[src/hdl/lgrs_pkg.sv]
// shared types, constants and the life rule for the row stencil
package lgrs_pkg;

	localparam int COLS    = 64;
	localparam int WIDTH_W = 7;

	localparam logic [WIDTH_W-1:0] BOARD_WIDTH_RESET = 7'd32;

	typedef logic [COLS-1:0] row_t;

	typedef struct packed {
		row_t row_cells;
		logic last_row;
	} in_t;

	typedef struct packed {
		row_t next_row_cells;
		logic last_of_board;
	} out_t;

	typedef struct packed {
		row_t up;
		row_t mid;
		row_t down;
		logic has_first;
		logic last;
	} job_t;

	function automatic row_t next_gen(input row_t up, input row_t mid, input row_t down);
		logic [COLS+1:0] u;
		logic [COLS+1:0] m;
		logic [COLS+1:0] d;
		logic [3:0]      n;
		row_t            res;
		u = {1'b0, up, 1'b0};
		m = {1'b0, mid, 1'b0};
		d = {1'b0, down, 1'b0};
		for (int k = 0; k < COLS; k++) begin
			n = 4'(u[k]) + 4'(u[k+1]) + 4'(u[k+2])
			  + 4'(m[k]) + 4'(m[k+2])
			  + 4'(d[k]) + 4'(d[k+1]) + 4'(d[k+2]);
			res[k] = (n == 4'd3) || (m[k+1] && (n == 4'd2));
		end
		return res;
	endfunction

endpackage

[src/hdl/lgrs_front.sv]
// front end: line stores and job classification for each incoming row
module lgrs_front
	import lgrs_pkg::*;
(
	input  logic clk,
	input  logic arst_n,
	input  logic row_valid,
	output logic row_ready,
	input  in_t  row_data,
	input  row_t col_mask,
	output logic push,
	output job_t push_job,
	input  logic push_ready,
	output logic held
);

	row_t above_q;
	row_t mid_q;
	logic held_q;
	logic accept;
	row_t row_in;

	assign row_ready = push_ready;
	assign accept    = row_valid && push_ready;
	assign row_in    = row_data.row_cells & col_mask;
	assign held      = held_q;

	// a row yields work only when a row is held or it closes the board
	assign push = accept && (held_q || row_data.last_row);

	always_comb begin
		push_job.up        = above_q;
		push_job.mid       = mid_q;
		push_job.down      = row_in;
		push_job.has_first = held_q;
		push_job.last      = row_data.last_row;
	end

	always_ff @(posedge clk or negedge arst_n) begin
		if (!arst_n) begin
			above_q <= '0;
			mid_q   <= '0;
			held_q  <= 1'b0;
		end else if (accept) begin
			if (row_data.last_row) begin
				above_q <= '0;
				mid_q   <= '0;
				held_q  <= 1'b0;
			end else begin
				above_q <= held_q ? mid_q : '0;
				mid_q   <= row_in;
				held_q  <= 1'b1;
			end
		end
	end

endmodule

[src/hdl/lgrs_queue.sv]
// two-entry job queue between front and back
module lgrs_queue
	import lgrs_pkg::*;
(
	input  logic clk,
	input  logic arst_n,
	input  logic push,
	input  job_t push_job,
	output logic push_ready,
	input  logic pop,
	output logic head_valid,
	output job_t head_job
);

	job_t       mem_q [2];
	logic       wr_ptr_q;
	logic       rd_ptr_q;
	logic [1:0] count_q;

	assign push_ready = (count_q != 2'd2);
	assign head_valid = (count_q != 2'd0);
	assign head_job   = mem_q[rd_ptr_q];

	always_ff @(posedge clk) begin
		if (push) begin
			mem_q[wr_ptr_q] <= push_job;
		end
	end

	always_ff @(posedge clk or negedge arst_n) begin
		if (!arst_n) begin
			wr_ptr_q <= 1'b0;
			rd_ptr_q <= 1'b0;
			count_q  <= 2'd0;
		end else begin
			if (push) begin
				wr_ptr_q <= ~wr_ptr_q;
			end
			if (pop) begin
				rd_ptr_q <= ~rd_ptr_q;
			end
			count_q <= count_q + 2'(push) - 2'(pop);
		end
	end

endmodule

[src/hdl/lgrs_back.sv]
// back end: next generation of one row per cycle into the output register, while that register is empty or being taken
module lgrs_back
	import lgrs_pkg::*;
(
	input  logic clk,
	input  logic arst_n,
	input  logic head_valid,
	input  job_t head_job,
	output logic pop,
	input  row_t col_mask,
	output logic res_valid,
	input  logic res_ready,
	output out_t res_data
);

	logic phase_q;
	logic res_valid_q;
	out_t res_q;
	logic emit;
	logic sel_second;
	logic done_entry;
	row_t up_sel;
	row_t mid_sel;
	row_t down_sel;

	assign sel_second = !head_job.has_first || phase_q;
	assign done_entry = sel_second || !head_job.last;
	assign emit       = head_valid && (!res_valid_q || res_ready);
	assign pop        = emit && done_entry;

	// second result of a last row: its own generation with a dead row below
	always_comb begin
		if (sel_second) begin
			up_sel   = head_job.has_first ? head_job.mid : '0;
			mid_sel  = head_job.down;
			down_sel = '0;
		end else begin
			up_sel   = head_job.up;
			mid_sel  = head_job.mid;
			down_sel = head_job.down;
		end
	end

	always_ff @(posedge clk) begin
		if (emit) begin
			res_q.next_row_cells <= next_gen(up_sel & col_mask, mid_sel & col_mask,
				down_sel & col_mask) & col_mask;
			res_q.last_of_board  <= sel_second;
		end
	end

	always_ff @(posedge clk or negedge arst_n) begin
		if (!arst_n) begin
			phase_q     <= 1'b0;
			res_valid_q <= 1'b0;
		end else begin
			if (emit) begin
				phase_q <= !done_entry;
			end
			if (emit) begin
				res_valid_q <= 1'b1;
			end else if (res_ready) begin
				res_valid_q <= 1'b0;
			end
		end
	end

	assign res_valid = res_valid_q;
	assign res_data  = res_q;

endmodule

[src/hdl/life_generation_row_stencil.sv]
// top level: one Conway life generation (B3/S23, dead border) over a row stream
//
// rows of the board arrive one per request on the row channel, bit k being
// column k; last_row marks the final row. each row after the first returns
// the next generation of the row before it on the res channel; the last row
// also returns its own next generation with last_of_board set, and the line
// stores clear for the next board.
// a result goes through the job queue and the result register to res_valid.
// throughput: one row per cycle while the queue has room; a last row with rows
// before it yields two output rows, computed one per cycle when not stalled.
// a two-entry queue sits between the row front end and the back end, and the
// result register lets a new row enter while a result waits; when res_ready
// stays low the queue fills and row_ready drops after two more jobs.
// cfg_we writes board_width (columns in use, saturating at MAX_COLS); bits at
// or above it are dead on input and zero on output. write it only while idle.
// reset clears the line stores, empties the queue and the result register and sets
// board_width to 32.
module life_generation_row_stencil
	import lgrs_pkg::*;
#(
	parameter int MAX_COLS = 64
) (
	input  logic               clk,
	input  logic               arst_n,
	input  logic               row_valid,
	output logic               row_ready,
	input  in_t                row_data,
	output logic               res_valid,
	input  logic               res_ready,
	output out_t               res_data,
	input  logic               cfg_we,
	input  logic [WIDTH_W-1:0] cfg_wdata
);

	logic [WIDTH_W-1:0] board_width_q;
	logic [WIDTH_W-1:0] width_eff;
	row_t               col_mask;
	logic               push;
	job_t               push_job;
	logic               push_ready;
	logic               pop;
	logic               head_valid;
	job_t               head_job;
	logic               held;

	always_ff @(posedge clk or negedge arst_n) begin
		if (!arst_n) begin
			board_width_q <= BOARD_WIDTH_RESET;
		end else if (cfg_we) begin
			board_width_q <= cfg_wdata;
		end
	end

	assign width_eff = (board_width_q > WIDTH_W'(MAX_COLS)) ? WIDTH_W'(MAX_COLS)
		: board_width_q;

	always_comb begin
		for (int k = 0; k < COLS; k++) begin
			col_mask[k] = (WIDTH_W'(k) < width_eff);
		end
	end

	lgrs_front u_front (
		.clk        (clk),
		.arst_n     (arst_n),
		.row_valid  (row_valid),
		.row_ready  (row_ready),
		.row_data   (row_data),
		.col_mask   (col_mask),
		.push       (push),
		.push_job   (push_job),
		.push_ready (push_ready),
		.held       (held)
	);

	lgrs_queue u_queue (
		.clk        (clk),
		.arst_n     (arst_n),
		.push       (push),
		.push_job   (push_job),
		.push_ready (push_ready),
		.pop        (pop),
		.head_valid (head_valid),
		.head_job   (head_job)
	);

	lgrs_back u_back (
		.clk        (clk),
		.arst_n     (arst_n),
		.head_valid (head_valid),
		.head_job   (head_job),
		.pop        (pop),
		.col_mask   (col_mask),
		.res_valid  (res_valid),
		.res_ready  (res_ready),
		.res_data   (res_data)
	);

	a_res_masked: assert property (@(posedge clk) disable iff (!arst_n)
		res_valid |-> ((res_data.next_row_cells & ~col_mask) == '0))
		else $error("result has bits beyond board width");

	a_last_clears: assert property (@(posedge clk) disable iff (!arst_n)
		(row_valid && row_ready && row_data.last_row) |=> !held)
		else $error("line stores not cleared after last row");

	a_first_holds: assert property (@(posedge clk) disable iff (!arst_n)
		(row_valid && row_ready && !row_data.last_row) |=> held)
		else $error("row not held after non-last row");

	a_cfg_write: assert property (@(posedge clk) disable iff (!arst_n)
		cfg_we |=> (board_width_q == $past(cfg_wdata)))
		else $error("board width write lost");

endmodule

[config.mk]
export PLATFORM = sky130hd
export DESIGN_NAME = life_generation_row_stencil
export DESIGN_NICKNAME = d
export VERILOG_FILES = /design/src/hdl/lgrs_pkg.sv /design/src/hdl/lgrs_front.sv /design/src/hdl/lgrs_queue.sv /design/src/hdl/lgrs_back.sv /design/src/hdl/life_generation_row_stencil.sv
export SDC_FILE = /design/constraint.sdc
export NUM_CORES = 1
export LEC_CHECK = 0
export ABC_AREA = 1
export BUFFER_PORTS_ARGS = -buffer_cell sky130_fd_sc_hd__buf_4
export CORE_MARGIN = 1
export CORE_UTILIZATION = 47
export DETAILED_ROUTE_END_ITERATION = 10
export PLACE_DENSITY_LB_ADDON = 0.25
export SLEW_MARGIN = 10
export SYNTH_ARGS = -nofsm -noshare
export SYNTH_HDL_FRONTEND = slang
export SYNTH_SLANG_ARGS = --single-unit
export TNS_END_PERCENT = 1
[constraint.sdc]
create_clock -name clk -period 12.35 [get_ports clk]
set_input_delay 0.6175 -clock clk [delete_from_list [all_inputs] [get_ports clk]]
set_output_delay 0.6175 -clock clk [all_outputs]
set_load 0.1 [all_outputs]
* Word-level counts from Yosys, hierarchy flattened
Memory sizes are Yosys's and may differ from the RTL's.
Cells that the tools add are included.
** Word-level totals
- Register bits after elaboration :: 207
- Latch bits :: 0
- RAM bits :: 388
- ROM bits :: 0
- Input port bits :: 77
- Output and inout port bits :: 67
- Word-level logic and storage cells :: 811
- Memories kept :: 1
** Memories
- u_queue.mem_q :: depth 2, bits a word 194, read ports 1, clocked after Yosys merged registers in 0, wr ports 1, line lgrs_queue.sv:15 : job_t mem_q [2];
** Operators by class
- Add/subtract/negate cells :: 443
- Multiply operators :: 0
- Div/mod/pow operators :: 0
- Order comparisons :: 65
- Equal/unequal tests :: 129
- Shift operators :: 0
- Mux-type cells :: 13
- Bitwise operators :: 7
- Reduce and logical (&&, ||, !) cells :: 142
** Operator list (number)
- adder 4 x 1 -> 4 bit :: 377
- equality test 4 x 2 -> 1 bit (second input constant) :: 128
- two-way mux 64 bit :: 7
- bitwise AND 64 bit :: 5
- < comparator 6 x 7 -> 1 bit (first input constant) :: 32
- adder 1 x 1 -> 2 bit :: 63
- < comparator 5 x 7 -> 1 bit (first input constant) :: 16
- logical AND 1 bit :: 68
- logical OR 1 bit :: 68
- < comparator 4 x 7 -> 1 bit (first input constant) :: 8
- < comparator 3 x 7 -> 1 bit (first input constant) :: 4
- < comparator 1 x 7 -> 1 bit (first input constant) :: 2
- < comparator 2 x 7 -> 1 bit (first input constant) :: 2
- > comparator 7 bit (second input constant) :: 1
- two-way mux 7 bit :: 1
- two-way mux 1 bit :: 5
- logical NOT 1 bit :: 4
- nonzero test 2 bit :: 2
- adder 2 x 1 -> 3 bit :: 1
- adder 2 x 1 -> 2 bit :: 1
- inequality test 2 bit (second input constant) :: 1
- NOT 1 bit :: 2
- subtractor 2 x 1 -> 2 bit :: 1

* Logic depth before layout (Yosys ltp)
Gate-level depths: netlist (run 1).
An unclocked memory read counts as a cell.
- Word-level depth :: 16
- Gate-level depth with buffers :: 23
- Depth with buffers taken out :: 22

* Hierarchy
A second synthesis (run 1) with hierarchy kept.
** Unflattened totals
- Cells, all modules :: 4041
- Area, all modules :: 39058.7 um^2
** By module, submodules not included
- lgrs_queue :: times used 1, cells an instance 1038, area an instance 16318.2 um^2
- lgrs_back :: times used 1, cells an instance 2034, area an instance 15945.3 um^2
- lgrs_front :: times used 1, cells an instance 813, area an instance 5881.9 um^2
- life_generation_row_stencil :: times used 1, cells an instance 156, area an instance 913.4 um^2

* Least setup slack after synthesis (run 1)
Ideal clock, no wire load.
- Kind :: register -> register
- From :: register u_queue.count_q[1]
- To :: memory u_queue.mem_q[0][0] (netlist name) (enable)
- Library setup time :: 752 ps
- Arrival :: 9860 ps
- Data required time :: 11598 ps
- Setup slack :: 1737 ps
- Stages on the path, launching flop included :: 6
- Cells stage by stage :: dfrtp_1 -> nand2_1 -> nand2_1 -> inv_1 -> o21ai_0 -> nor2_1
** On the way
- Word-level cells in the longest chain between the ends :: 5
** Ends and longest elaborated chain
- from (decl) :: line lgrs_queue.sv:18 : logic [1:0] count_q;
- from (signal assigned) :: line lgrs_queue.sv:42 : count_q <= count_q + 2'(push) - 2'(pop);
- inequality test 2 bit :: line lgrs_queue.sv:20 : assign push_ready = (count_q != 2'd2);
- net row_ready :: line life_generation_row_stencil.sv:26 : output logic row_ready,
- logical AND 1 bit :: line lgrs_front.sv:24 : assign accept = row_valid && push_ready;
- logical AND 1 bit :: line lgrs_front.sv:29 : assign push = accept && (held_q || row_data.last_row);
- two-way mux 1 bit :: line lgrs_queue.sv:25 : if (push) begin
- two-way mux 1 bit (implied by the code) :: line lgrs_queue.sv:26 : mem_q[wr_ptr_q] <= push_job;
- to (decl) :: line lgrs_queue.sv:15
The timed path passes the listed nets, and every way through them passes these cells.

* Worst setup path in the final report (run 1)
- From :: register u_queue.rd_ptr_q
- To :: register u_back.res_q, in the netlist u_back.res_data[56] (data pin)
** On the way
- Word-level cells in the longest chain between the ends :: 16
- Elaborated cells on any way between the ends :: 22
** Ends and longest elaborated chain
- from (decl) :: line lgrs_queue.sv:17 : logic rd_ptr_q;
- from (signal assigned) :: line lgrs_queue.sv:40 : rd_ptr_q <= ~rd_ptr_q;
- memory read (2 x 194 bit) *
- logical NOT 1 bit :: line lgrs_back.sv:26 : assign sel_second = !head_job.has_first || phase_q;
- logical OR 1 bit :: line lgrs_back.sv:26
- two-way mux 64 bit :: line lgrs_back.sv:33 : if (sel_second) begin
- bitwise AND 64 bit :: line lgrs_back.sv:46 : res_q.next_row_cells <= next_gen(up_sel & col_mask, mid_sel & col_mask,
- adder 1 x 1 -> 2 bit :: line lgrs_pkg.sv:39 : n = 4'(u[k]) + 4'(u[k+1]) + 4'(u[k+2])
- adder 4 x 1 -> 4 bit :: line lgrs_pkg.sv:39
- adder 4 x 1 -> 4 bit (2 in a row) :: line lgrs_pkg.sv:40 : + 4'(m[k]) + 4'(m[k+2])
- adder 4 x 1 -> 4 bit (3 in a row) :: line lgrs_pkg.sv:41 : + 4'(d[k]) + 4'(d[k+1]) + 4'(d[k+2]);
- equality test 4 x 2 -> 1 bit :: line lgrs_pkg.sv:42 : res[k] = (n == 4'd3) || (m[k+1] && (n == 4'd2));
- logical AND 1 bit :: line lgrs_pkg.sv:42
- logical OR 1 bit * :: line lgrs_pkg.sv:42
- bitwise AND 64 bit * :: line lgrs_back.sv:47 : down_sel & col_mask) & col_mask;
- to (decl) :: line lgrs_back.sv:18 : out_t res_q;
Every way passes the cells marked *; elsewhere a longest branch is shown, timed or not.
A chain may end at the register's enable or synchronous reset.

==> impl_metrics.toml, run 1 <==
[timing]
fin_crit_ns = 7.447
worstMarginPinSlew_ns = 1.066
finalMaxSlewViolations = 0
setup_viol = 0
slew-limit-headroom = 0.2893
finClkSkew_ns = 0.01711
rsz0062_at_grt = "false"
setup_tns_ns = 0
fin_crit_sh = 0.6030
max_freq_mhz = 134.3
hold_viol = 0

[clocking]
clock_latency_ns = 0.62
postCtsSetupBuffers = 0
numCtsBuffers = 67
cts_sinks = 595
clockRootBuffer = "clkbuf_16"
post_cts_resized = 0
clk_pin_slew_ns = 0.06
h-tree-depth = 3
cts_tree = "done"
cts_buffer_depth = 3
cts_hold_buf = 0

[synthesis]
ys.flop_type = "edfxtp_1"
synth_top_area_frac = 0.3721
synth_warnings = 0
ys_ff_latch = 595
avgSynthCellArea_um2 = 9.738
yosysUniqueCellTypes = 48
async_flop_share = 0.2387
synth_area_leaders = "edfxtp_1 (37%), fa_1 (14%), dfrtp_1 (9.7%)"
syn-cell-area_um2 = 36560
syn_inst = 3754
ys_seq_area_frac = 0.4694
synth_edf_count = 453
yosys.area.top_type = "edfxtp_1"
synth_nets = 4274

[worst_setup_path]
max_stage_delay_ns = 0.86
cp_num_buf_inv = 7
reg2regPathDepth = 19
rrSetupSlack_ns = 4.90
crit_type = "reg -> reg"
cp-end-kind = "flip-flop"
required_ns = 12.84
cp-start-kind = "flip-flop"
critPathSlowestCell = "dfrtp_4"
timing.rr.start = "u_queue.rd_ptr_q$_DFFE_PN0P_"
arrival_ns = 7.94
cp_top_family = "buffers and inverters"
rr_endpoint = "u_back.res_data[56]$_DFFE_PP_"
cp_max_fo = 114
crit_chain = "inv_6, nand2_1, nand3_4, clkinv_2, buf_4, nand2_1, o21ai_0, ha_1, inv_1, fa_1, inv_1, fa_1, fa_1, inv_1, fa_1, a21o_1, nor3_1, nand2_1, inv_1"

[placement]
dp.cells = 4838
io_buffers = 143
dpl.hpwl_um = 62040
gp_congestion = 0.8733

[routing]
firstDrtPassIters = 5
wirelength_um = 90910
avgRoutedWirePerCell_um = 18.32
drt_iter0_drc = 1998
drc = 0
ant_nets = 0
vias = 25560
viasPerCell = 5.151

[global_route]
grt_pass1_vias = 25230
grt_usage = 0.2373
grt_pass1_wl_um = 142500
grt_max_degree = 115
grt_overflow_total = 0
antenna_found_initial = 1

[floorplan]
core-area_um2 = 76450
io_pins = 144
die_h_um = 280.9
start_util = 0.4781
rows = 101
die_w_um = 280.9
fp.dieArea_um2 = 78900

[final_layout]
nNetsFinal = 4397
post-route-util = 0.5350
layout-area-overhead-vs-synth_pct = 11.89
final_cells = 4962
mostFrequentLayoutCells = "nand2_1 (846), inv_1 (760), edfxtp_1 (453)"
layout-drive-gt1-share = 0.09715
mostFrequentLayoutCell = "nand2_1"
num_antenna_cells = 0

[outcome]
run_status = "completed"

[job]
drv_cap = 0

[min_path]
min_path_type = "in -> async"
-- synthesized netlist by cell type (13+ instances only) --
library cell	count
fa_1	252
or2_2	29
inv_2	15
o31ai_1	31
inv_1	761
nand2_1	847
nor3_1	20
a21oi_1	133
o21ai_0	167
o211ai_1	14
o21ai_1	24
edfxtp_1	453
clkbuf_1	48
buf_2	51
o21a_1	18
mux2i_1	23
ha_1	191
dfrtp_1	141
nand3_1	132
nor2_1	223
a31oi_1	13
a21boi_0	30
a31o_2	22
-- worst reg2reg max path, delay by kind of cell (launching register included) --
family / cells / cell delay [ns]
adder cells (fa/ha/maj): 5 / 2.01
buffers and inverters: 7 / 2.32
AO/OA/AOI/OAI: 2 / 0.67
flip-flops: 1 / 0.86
AND/OR/NAND/NOR: 5 / 1.46
-- through the flow --
stage	instance area [um2]	hold WS [ns]	setup slack, ns
6_report	40900	0.05110	4.903
5_1_grt	40900	0.1269	4.488
4_1_cts	40900	0.09556	4.915
3_5_place_dp	38640	0.4528	4.947
3_3_place_gp	38640	0.4461	5.053
2_1_floorplan	36560	0.3219	1.737
-- worst max path at each step --
| stage | slack, ns | from | to | depth (start not counted) |
|---|---|---|---|---|
| floorplan | 1.74 | u_queue.count_q[1]$_DFF_PN0_ | u_queue.mem_q[0][0]$_DFFE_PP_ | 5 |
| global placement | 5.05 | u_queue.rd_ptr_q$_DFFE_PN0P_ | u_back.res_data[56]$_DFFE_PP_ | 19 |
| detailed placement | 4.95 | u_queue.rd_ptr_q$_DFFE_PN0P_ | u_back.res_data[56]$_DFFE_PP_ | 19 |
| CTS | 4.91 | u_queue.rd_ptr_q$_DFFE_PN0P_ | u_back.res_data[56]$_DFFE_PP_ | 19 |
| global route | 4.49 | u_queue.rd_ptr_q$_DFFE_PN0P_ | u_back.res_data[56]$_DFFE_PP_ | 19 |
| finish | 4.90 | u_queue.rd_ptr_q$_DFFE_PN0P_ | u_back.res_data[56]$_DFFE_PP_ | 19 |
-- area by class of cell --
class / instances / area (um2)
clock buffers: 89 / 1883
multi-input cells: 2269 / 16010
fillers: 6788 / 35550
clock inverters: 35 / 379.1
flip-flops and latches: 595 / 17160
inverters: 777 / 2924
repair buffers: 167 / 1257
well taps: 1030 / 1289
-- layer usage --
layer	track usage	part of all wire	wire length (um)	vias up
li1	-	-	-	12210
met1	0.3241	0.43	39550	12440
met2	0.3906	0.47	42930	771
met3	0.03359	0.064	5850	139
met4	0.07622	0.028	2579	0
met5	0	0	0	-
-- registers in the layout, summed over array words and instances, names as in the netlist --
name / cells
board_width_q: 7
u_back.res_valid: 1
u_back.res_data: 65
u_front.held: 1
u_queue.rd_ptr_q: 1
u_back.phase_q: 1
u_queue.count_q: 2
u_front.above_q: 64
u_queue.wr_ptr_q: 1
u_queue.mem_q: 388
u_front.mid_q: 64
-- cell families after synthesis --
kind of cell	count (synthesis)	share of synthesized area
muxes	24	0.006606
adders and majority gates	443	0.2034
and+or+nand+nor	1302	0.1458
DFF	595	0.4694
AOI/OAI and AO/OA	488	0.07814
buffers and inverters	890	0.09385
xor gates and xnor gates	12	0.002875
Power of run 1 is left out: the tool's default activity adds up to more than one toggle a clock period on the data nets, which glitch-free logic cannot reach.
==> run 2, diff against run 1 <==
ABC_AREA = 0   (was 1)
clock period = 7.5 ns   (was 12.35 ns; I/O delays follow)
==> run 2 against run 1 <==
Highest routed layer unchanged. Final cell count shrank 14%. Synthesized cell count shrank 18%. Worst setup slack lost 3.3 ns. Routed wire length grew 12%. Sequential cell count is the same. Fmax grew 26%. Critical path type unchanged. Count of clock-buffer cells in the layout grew 1. Largest cell class is now multi-input combinational cells.
==> impl_metrics.toml, run 2 <==
[final_layout]
mostFrequentLayoutCell = "edfxtp_1"
n_fill_cell = 6593
layout-area-overhead-vs-synth_pct = 11.92
post-route-util = 0.5335
final-seq-area_um2 = 17170
layout-drive-gt1-share = 0.1248
multi_input_area_um2 = 17650
largest_reg_flops = 388
top_register = "u_queue.mem_q"
num_antenna_cells = 0
nNetsFinal = 3692
mostFrequentLayoutCells = "edfxtp_1 (453), inv_1 (425), fa_1 (252)"

[routing]
vias = 25320
drc = 0
ant_nets = 0
firstDrtPassIters = 6
avgRoutedWirePerCell_um = 23.85
drt_iter0_drc = 2166
wirelength_um = 101800
viasPerCell = 5.933

[synthesis]
ys_ff_latch = 595
syn_inst = 3070
synth_nets = 3590
synth_warnings = 0
synthMostInstantiatedCell = "edfxtp_1"
avgSynthCellArea_um2 = 12.09
async_flop_share = 0.2387
syn-cell-area_um2 = 37110
synth_edf_count = 453
synth_common_cells = "edfxtp_1 (453), inv_1 (426), fa_1 (252), ha_1 (191), mux2i_1 (155)"
ys_seq_area_frac = 0.4624
synth_area_leaders = "edfxtp_1 (37%), fa_1 (14%), dfrtp_1 (9.5%)"
yosysUniqueCellTypes = 83
synth_top_area_frac = 0.3666
yosys.area.top_type = "edfxtp_1"
ys.flop_type = "edfxtp_1"

[clocking]
h-tree-depth = 3
clk_pin_slew_ns = 0.06
clock_latency_ns = 0.61
cts_buffer_depth = 3
numCtsBuffers = 68
cts_sinks = 595
clockRootBuffer = "clkbuf_16"
cts_tree = "done"
post_cts_resized = 0

[global_route]
grt_overflow_total = 0
antenna_found_initial = 0
grt_pass1_vias = 26590
grt_usage = 0.2532
grt_max_degree = 172
grt_pass1_wl_um = 155100

[worst_setup_path]
rrSetupSlack_ns = 1.61
required_ns = 7.91
crit_type = "reg -> reg"
cp_max_fo = 49
cp-end-kind = "flip-flop"
arrival_ns = 6.30
cp-start-kind = "flip-flop"

[timing]
slew-limit-headroom = 0.1663
rsz0062_at_grt = "false"
finalMaxSlewViolations = 0
setup_tns_ns = 0
finClkSkew_ns = 0.01071
worstMarginPinSlew_ns = 1.234
hold_viol = 0
hold_slack_ns = 0.02611
max_freq_mhz = 169.8
fin_crit_sh = 0.7851
setup_viol = 0
fin_crit_ns = 5.888

[floorplan]
fp.dieArea_um2 = 80080
start_util = 0.4767
io_pins = 144
rows = 102
core-area_um2 = 77850
die_h_um = 283.0
die_w_um = 283.0

[outcome]
run_status = "completed"

[placement]
gp_congestion = 0.8767
io_buffers = 143
dpl.hpwl_um = 67830

[min_path]
min_path_type = "in -> reg"

[job]
drv_cap = 0
-- run 2: changes by cell type in the layout (fill, tap and decap cells not counted), sizes merged, moves of 55 or more --
cell / change
a21oi: -63
a22o: +127
a31oi: +63
and2: +55
inv: -339
mux2i: +133
nand2: -743
nand3: -99
nor2: -125
nor2b: +86
o21ai: -102
-- run 2: logic make-up after synthesis --
logic type                 count (synthesis)  synth area share
adders and majority gates                443            0.2004
buffers and inverters                    586           0.06349
DFF                                      595            0.4624
muxes                                    192           0.05654
and+or+nand+nor                          604           0.08632
AOI/OAI and AO/OA                        646            0.1300
xor gates and xnor gates                   4         0.0009440
-- run 2: metrics by stage --
| stage | area (um2) | setup WS [ns] | instances |
|---|---|---|---|
| after floorplan | 37110 | -2.898 | 3070 |
| final | 41530 | 1.612 | 4268 |
| after detailed placement | 39180 | 1.676 | 4138 |
| after global placement | 39180 | 1.785 | 4138 |
| after global routing | 41530 | 1.391 | 4268 |
| after CTS | 41530 | 1.656 | 4268 |
-- run 2: area by class of cell --
type                    count  area share
well taps                1040     0.03133
flip-flops and latches    595      0.4133
inverters                 428     0.03874
clock buffers              90     0.04516
clock inverters            36     0.01051
multi-input cells        1889      0.4250
repair buffers            190     0.03588
-- run 2: worst max-delay path: stages, from the launching register on --
cell       delay, ns
dfrtp_4         0.92
nand2_2         0.65
buf_4           0.48
o32ai_1         0.62
ha_1            0.24
inv_1           0.05
fa_1            0.49
inv_1           0.05
fa_1            0.47
inv_1           0.06
fa_1            0.42
fa_1            0.40
a2111oi_0       0.34
a21oi_1         0.11
a2111oi_2       0.34
-- run 2: per-layer routing --
metal  vias up  part of all wire  global-route usage  wire length [um]
met1     12920              0.40              0.3282             41170
met4         0             0.035              0.1011              3581
met5         -                 0                   0                 0
met2       996              0.49              0.4286             49730
li1      11210                 -                   -                 -
met3       204             0.072             0.03535              7335
-- run 2: worst paths after layout --
check	depth (start not counted)	from	end
max reg2reg	14	u_back.phase_q$_DFFE_PN0P_	u_back.res_data[33]$_DFFE_PP_
max in group asynchronous	3	arst_n	u_back.phase_q$_DFFE_PN0P_
max	14	u_back.phase_q$_DFFE_PN0P_	u_back.res_data[33]$_DFFE_PP_
min in group asynchronous	2	arst_n	u_front.mid_q[33]$_DFFE_PN0P_
min reg2reg	0	u_front.above_q[21]$_DFFE_PN0P_	u_queue.mem_q[1][151]$_DFFE_PP_
min	2	row_data[47]	u_front.mid_q[46]$_DFFE_PN0P_
-- run 2: timing repair --
| item | CTS | global route |
|---|---|---|
| setup buffers | 0 | 0 |
| endpoints found under the hold margin | 78 | 0 |
| hold buffers | 4 | 0 |
Power of run 2 is left out for the same reason.
